File: src/sv/rcc_pkg.sv
// shared constants, op codes and controller/datapath interface types
`default_nettype none
package rcc_pkg;

  localparam int IDX_W      = 16;
  localparam int DIST_W     = 32;
  localparam int LIMIT_W    = 17;
  localparam int COUNT_W    = 16;
  localparam int OP_W       = 2;
  localparam int FRAC_W     = 16;
  localparam int PROD_W     = LIMIT_W + DIST_W;
  localparam int PAIR_W     = 2 * IDX_W;

  // in tdata: query, train, has_two, best, second, zero pad to bytes
  localparam int IN_FIELDS_W  = 2 * IDX_W + 1 + 2 * DIST_W;
  localparam int IN_DATA_W    = ((IN_FIELDS_W + 7) / 8) * 8;
  // out tdata: kept, query, train, dist, count, zero pad to bytes
  localparam int OUT_FIELDS_W = 1 + 2 * IDX_W + DIST_W + COUNT_W;
  localparam int OUT_DATA_W   = ((OUT_FIELDS_W + 7) / 8) * 8;

  localparam int TABLE_DEPTH_DEF = 1024;

  localparam logic [LIMIT_W-1:0] LIMIT_RESET = LIMIT_W'(52429);
  localparam logic [COUNT_W-1:0] COUNT_MAX   = '1;

  localparam logic [OP_W-1:0] OP_CLEAR = 2'd0;
  localparam logic [OP_W-1:0] OP_LOAD  = 2'd1;
  localparam logic [OP_W-1:0] OP_CHECK = 2'd2;

  typedef struct packed {
    logic capture;
    logic mul;
    logic clear;
    logic store;
    logic scan_issue;
    logic emit;
  } rcc_cmd_t;

  typedef struct packed {
    logic [OP_W-1:0] op;
    logic            pass;
    logic            full;
    logic            more;
    logic            rd_pend;
    logic            hit;
    logic            out_free;
  } rcc_sts_t;

endpackage
`default_nettype wire

File: src/sv/rcc_ctrl.sv
// sequencing controller: capture, multiply, dispatch, table scan, emit
`default_nettype none
module rcc_ctrl (
  input  wire logic            clk,
  input  wire logic            rst_n,
  input  wire logic            in_tvalid,
  output logic                 in_tready,
  input  wire rcc_pkg::rcc_sts_t sts,
  output rcc_pkg::rcc_cmd_t    cmd
);

  localparam logic [2:0] S_IDLE = 3'd0;
  localparam logic [2:0] S_MUL  = 3'd1;
  localparam logic [2:0] S_CMP  = 3'd2;
  localparam logic [2:0] S_SCAN = 3'd3;
  localparam logic [2:0] S_DONE = 3'd4;

  logic [2:0] state_r;
  logic [2:0] state_nxt;

  always_comb begin
    cmd       = '0;
    state_nxt = state_r;
    in_tready = (state_r == S_IDLE);
    case (state_r)
      S_IDLE: begin
        if (in_tvalid) begin
          cmd.capture = 1'b1;
          state_nxt   = S_MUL;
        end
      end
      S_MUL: begin
        cmd.mul   = 1'b1;
        state_nxt = S_CMP;
      end
      S_CMP: begin
        case (sts.op)
          rcc_pkg::OP_CLEAR: begin
            cmd.clear = 1'b1;
            state_nxt = S_IDLE;
          end
          rcc_pkg::OP_LOAD: begin
            cmd.store = sts.pass && !sts.full;
            state_nxt = S_IDLE;
          end
          rcc_pkg::OP_CHECK: begin
            state_nxt = sts.pass ? S_SCAN : S_DONE;
          end
          default: begin
            state_nxt = S_IDLE;
          end
        endcase
      end
      S_SCAN: begin
        if (sts.hit) begin
          state_nxt = S_DONE;
        end else if (sts.more) begin
          cmd.scan_issue = 1'b1;
        end else if (!sts.rd_pend) begin
          state_nxt = S_DONE;
        end
      end
      S_DONE: begin
        if (sts.out_free) begin
          cmd.emit  = 1'b1;
          state_nxt = S_IDLE;
        end
      end
      default: begin
        state_nxt = S_IDLE;
      end
    endcase
  end

  always_ff @(posedge clk) begin
    if (!rst_n) begin
      state_r <= S_IDLE;
    end else begin
      state_r <= state_nxt;
    end
  end

endmodule
`default_nettype wire

File: config.mk
export PLATFORM = sky130hd
export DESIGN_NAME = rcc_ctrl
export DESIGN_NICKNAME = d
export VERILOG_FILES = /design/src/sv/rcc_pkg.sv /design/src/sv/rcc_ctrl.sv
export SDC_FILE = /design/constraint.sdc
export NUM_CORES = 1
export LEC_CHECK = 0
export ABC_CLOCK_PERIOD_IN_PS = 1100
export BUFFER_PORTS_ARGS = -buffer_cell sky130_fd_sc_hd__buf_4
export CAP_MARGIN = 30
export CORE_AREA = 2 2 39 41
export DETAILED_ROUTE_END_ITERATION = 8
export DIE_AREA = 0 0 41 43
export PLACE_DENSITY_LB_ADDON = 0.3
export SKIP_CTS_REPAIR_TIMING = 1
export SLEW_MARGIN = 10
export SYNTH_ARGS = -nofsm -noshare
export SYNTH_HDL_FRONTEND = slang
export SYNTH_SLANG_ARGS = --single-unit
File: constraint.sdc
create_clock -name clk -period 1.1 [get_ports clk]
set_clock_uncertainty 0.05 [all_clocks]
set_input_delay 0.11 -clock clk [delete_from_list [all_inputs] [get_ports clk]]
set_output_delay 0.11 -clock clk [all_outputs]
set_load 0.02 [all_outputs]
# After elaboration in Yosys (flattened, before gate mapping)
# Cells that the tools add are included.
[word_totals]
wordCells = 35
out_inout_bits = 7
reg_bits = 3
inputBits = 11
[op_classes]
n_eq_ne = 10
n_reduce_logical = 5
n_mux = 19
[ops]
columns = ["cell", "count"]
rows = [
  ["3-bit 2-to-1 mux", 7],
  ["3-bit one-hot mux with 5 select lines", 1],
  ["1-bit 2-to-1 mux", 10],
  ["3-bit by 2-bit equality test with 1-bit output (second input constant)", 2],
  ["3-bit inequality test (second input constant)", 2],
  ["2-bit inequality test (second input constant)", 2],
  ["4-bit AND reduction", 1],
  ["3-bit by 1-bit equality test with 1-bit output (second input constant)", 1],
  ["3-bit equality test (second input constant)", 1],
  ["3-bit zero test", 1],
  ["2-bit by 1-bit equality test with 1-bit output (second input constant)", 1],
  ["2-bit equality test (second input constant)", 1],
  ["2-bit zero test", 1],
  ["2-bit 2-to-1 mux", 1],
  ["1-bit logical AND", 1],
  ["1-bit zero test", 1],
]

# Logic depth before layout (Yosys ltp)
[logic_depth]
depth_word = 4
depth_mapped = 3
ltp_nobuf = 3

# Least setup slack after synthesis
# OpenSTA, ideal clock, no wires.
[synth_path]
path_type = "register to output"
start = "reg state_r[1]"
end = "out cmd[2] (netlist name)"
path_stages_with_launch = 3
n_path_buf = 0
required_ns = 0.940
path_slack_ns = -0.391
arrival_time_ns = 1.331
cell_sequence = "dfxtp_1 nor3b_1 nor4b_1"
[synth_rtl]
columns = ["element", "line", "rtl"]
rows = [
  ["start, declared", "rcc_ctrl.sv:18", "logic [2:0] state_r;"],
  ["start signal, assigned", "rcc_ctrl.sv:79", "state_r <= state_nxt;"],
  ["end, declared", "rcc_ctrl.sv:9", "output rcc_pkg::rcc_cmd_t cmd"],
]

==> results by stage <==
Yosys:
- The largest area contributor in the netlist is sky130_fd_sc_hd__dfxtp_1.
- Counting every net in the synthesized netlist gives 43.
- The distinct cell type count after synthesis is 20.
- The post-synthesis cell area is 241.5 sq um.
- The post-synthesis register bit count is 3.
- The synthesized design devotes to its leading area cell type 24.87% of total area.
- Sorting the synthesized cells by area gives the leading types as sky130_fd_sc_hd__dfxtp_1 (25%), sky130_fd_sc_hd__a21oi_1 (8.3%), sky130_fd_sc_hd__and2_1 (5.2%).
- The fraction of the yosys area taken by sequential cells is 24.87%.
- Dividing the synthesized area by the synthesized cell count gives 7.546 sq um.
- Yosys printed 0 warnings.
- The number of instances in the synthesized netlist is 32.

Cells and area:
- In the final layout, the registers with the most flip-flops are state_r (3).
- Leaving out fill and tap cells, the most frequent cell in the layout is sky130_fd_sc_hd__buf_4.
- The area overhead of the layout relative to synthesis is 119.7%.
- The register name with the most flops is state_r.
- The post-layout net count is 69.
- The library cells used most frequently in the layout, excluding fill and tap cells, are sky130_fd_sc_hd__buf_4 (16), sky130_fd_sc_hd__buf_6 (5), sky130_fd_sc_hd__a21oi_1 (4).
- The core utilization of the finished layout is 38.34%.
- The number of flip-flops under the largest register name is 3.
- The final design area excluding fillers is 530.5 sq um.
- The share of cells above drive strength 1 is 73.68%.
- The number of antenna diodes in the final layout is 0.

Global routing:
- The global-route wire length before repair is 1.028 mm.
- The maximum number of pins on one net before global-route repair is 9.
- The number of antenna violations at the first check in global routing is 0.
- After global routing the overflow that remains totals 0.
- The number of global-route vias before repair came to 287.
- The global routing usage summed across all routing layers is 9.118%.

Power and ir drop:
- The maximum VDD drop is 0.0004545 V.
- The power density over cell area is 1272 mW/mm^2.
- The analysis attributes to cell leakage a power of 0.2298 nW.

Timing:
- The hold violation total from the final report came to 0.
- The shortest period the worst path allows is 1.419 ns.
- The tightest hold path in the finished design has a slack of 0.08139 ns.
- Static timing analysis puts the maximum clock frequency at 0.7046 GHz.
- The post-route fraction of the period consumed by the critical path is 129.0%.
- In the post-route analysis, the smallest setup slack over all paths is -0.3192 ns.
- The final total negative setup slack is -1.793 ns.
- Setup violations remaining at the end of the flow were counted as 10.
- Setup repair after global routing could not meet its margin everywhere.
- For the pin with the worst max-slew slack, the measured transition is 0.2680 ns.
- The max-slew violation count was 0.
- In this run the tightest slew margin relative to its limit is 81.90%.

Worst hold path:
- The tightest min-delay check is of the primary input to register type.
- The worst hold path was traced through 3 stages.
- The worst hold path begins at rst_n.
- The worst hold path endpoint is state_r[1]$_SDFFE_PN0P_.

Clock tree:
- The root buffer cell chosen for the clock tree is sky130_fd_sc_hd__clkbuf_4.
- The H-tree depth is 1.
- The total clock sinks is 3.
- In this run, CTS created clock tree buffers numbering 3.
- After clock tree synthesis, the clock-pin slew on the worst setup and hold paths is 0.04 ns.
- The longest clock path from root to sink contains 2 buffers.
- The clock tree from TritonCTS is done.
- The later pin in the worst-skew pair is clocked with a latency of 0.23 ns.

Die:
- The overall die width is 41 um.
- The cell row count is 14.
- The total die area is 0.001763 sq mm.
- The count of boundary I/O pins is 18.
- The chip height is 43 um.
- The initial utilization of the core area, before any placement, comes to 17.45%.
- After floorplanning, the core was sized to cover 0.001384 sq mm.

Job:
- The max-cap violation count is 0.

Critical path:
- The reg-to-reg setup timing slack is -0.06 ns.
- The critical path in this run is classified as register to output pin.
- The arrival time of the worst setup path is 1.26 ns.
- The worst setup path is captured at an output pin.
- The data required time at the worst endpoint is 0.94 ns.
- The critical path launch point is state_r[2]$_SDFFE_PN0P_.
- The end of the worst register-to-register path is state_r[2]$_SDFFE_PN0P_.
- The worst-path maximum fanout is 8.
- Measured in cells, the most critical reg-to-reg path has a length of 5.
- The worst reg2reg path startpoint is state_r[1]$_SDFFE_PN0P_.
- STA classifies the critical path startpoint as a register.

Placement:
- The wire-length estimate of the detail-placed layout is 573.5 um.
- Input and output buffers added on the ports amount to 17.
- The routability congestion estimate from global placement is 0.6324.
- The total placed instance area is 427.9 sq um.

Detailed routing:
- After detailed routing, the number of remaining DRC violations is 0.
- For this run, the detailed router's first-pass iteration total came to 2.
- The routed wire length per instance is 9.699 um.
- The count of nets left with antenna violations once routing finished came out at 0.
- The final layout contains routed wiring with a total length of 708 um.
- The total via count in the routed design is 314.
- The average via count per standard cell is 4.301.
- The number of DRC markers in iteration 0 is 8.

Run status:
- The checks that failed: negative setup slack.
- The flow ran to the end, but the final reports show violations.
## final cells by class
type,count,area (sq um)
Fill cell,148,853.3
Multi-Input combinational cell,26,230.2
Timing Repair Buffer,21,176.4
Sequential cell,3,66.31
Clock buffer,4,26.28
Tap cell,16,20.02
Inverter,3,11.26
## critical path, cell delays in order (launching register included)
cell,delay [ns]
sky130_fd_sc_hd__dfxtp_2,0.35
sky130_fd_sc_hd__or3_4,0.38
sky130_fd_sc_hd__inv_2,0.06
sky130_fd_sc_hd__and2_4,0.13
sky130_fd_sc_hd__buf_6,0.10
## synth_stat cells
| master | instances |
|---|---|
| sky130_fd_sc_hd__a21oi_1 | 4 |
| sky130_fd_sc_hd__dfxtp_1 | 3 |
| sky130_fd_sc_hd__inv_1 | 3 |
| sky130_fd_sc_hd__and2_1 | 2 |
| sky130_fd_sc_hd__nand2_1 | 2 |
| sky130_fd_sc_hd__nor2_1 | 2 |
| sky130_fd_sc_hd__or2_2 | 2 |
| sky130_fd_sc_hd__or3_1 | 2 |
| sky130_fd_sc_hd__a32oi_1 | 1 |
| sky130_fd_sc_hd__and4bb_1 | 1 |
| sky130_fd_sc_hd__mux2_2 | 1 |
| sky130_fd_sc_hd__nand2b_1 | 1 |
| sky130_fd_sc_hd__nor2b_1 | 1 |
| sky130_fd_sc_hd__nor3b_1 | 1 |
| sky130_fd_sc_hd__nor4_1 | 1 |
| sky130_fd_sc_hd__nor4b_1 | 1 |
| sky130_fd_sc_hd__o21a_1 | 1 |
| sky130_fd_sc_hd__o21ai_1 | 1 |
| sky130_fd_sc_hd__o41ai_1 | 1 |
| sky130_fd_sc_hd__or3b_1 | 1 |
## power by group
| group | total, mW | internal (mW) | switching, mW |
|---|---|---|---|
| combinational | 0.322 | 0.185 | 0.137 |
| clock | 0.195 | 0.136 | 0.0587 |
| sequential | 0.158 | 0.129 | 0.0287 |
## cells by family (layout without fill, tap and decap cells)
| family | Yosys count | in the layout | share of synthesized area [%] |
|---|---|---|---|
| and+or+nand+nor | 17 | 17 | 45.08 |
| AOI/OAI and AO/OA | 8 | 8 | 20.73 |
| muxes | 1 | 1 | 4.663 |
| DFF | 3 | 3 | 24.87 |
| buffers and inverters | 3 | 28 | 4.663 |
## worst max-delay path by stage
stage,to,slack (ns)
floorplan,cmd[2],-0.11
global placement,cmd[5],-0.15
detailed placement,cmd[5],-0.15
CTS,cmd[5],-0.40
global route,cmd[5],-0.37
finish,cmd[5],-0.32
## per-stage QoR
| step | power, mW | setup WS [ns] | cells |
|---|---|---|---|
| after CTS | 0.6047 | -0.4001 | 72 |
| after global placement | 0.4003 | -0.1466 | 68 |
| final | 0.6749 | -0.3192 | 73 |
| after global routing | 0.7298 | -0.3735 | 73 |
| after floorplan | 0.2792 | -0.1123 | 32 |
| after detailed placement | 0.3997 | -0.1454 | 68 |
## metal layers
layer,global-route usage [%],share of wire (%),vias up
li1,-,-,165
met3,4.712,13,0
met5,0,0,-
met4,8.000,0,0
met1,8.946,38,134
met2,13.13,49,15
No activity file was read; power rests on OpenSTA's default activity.
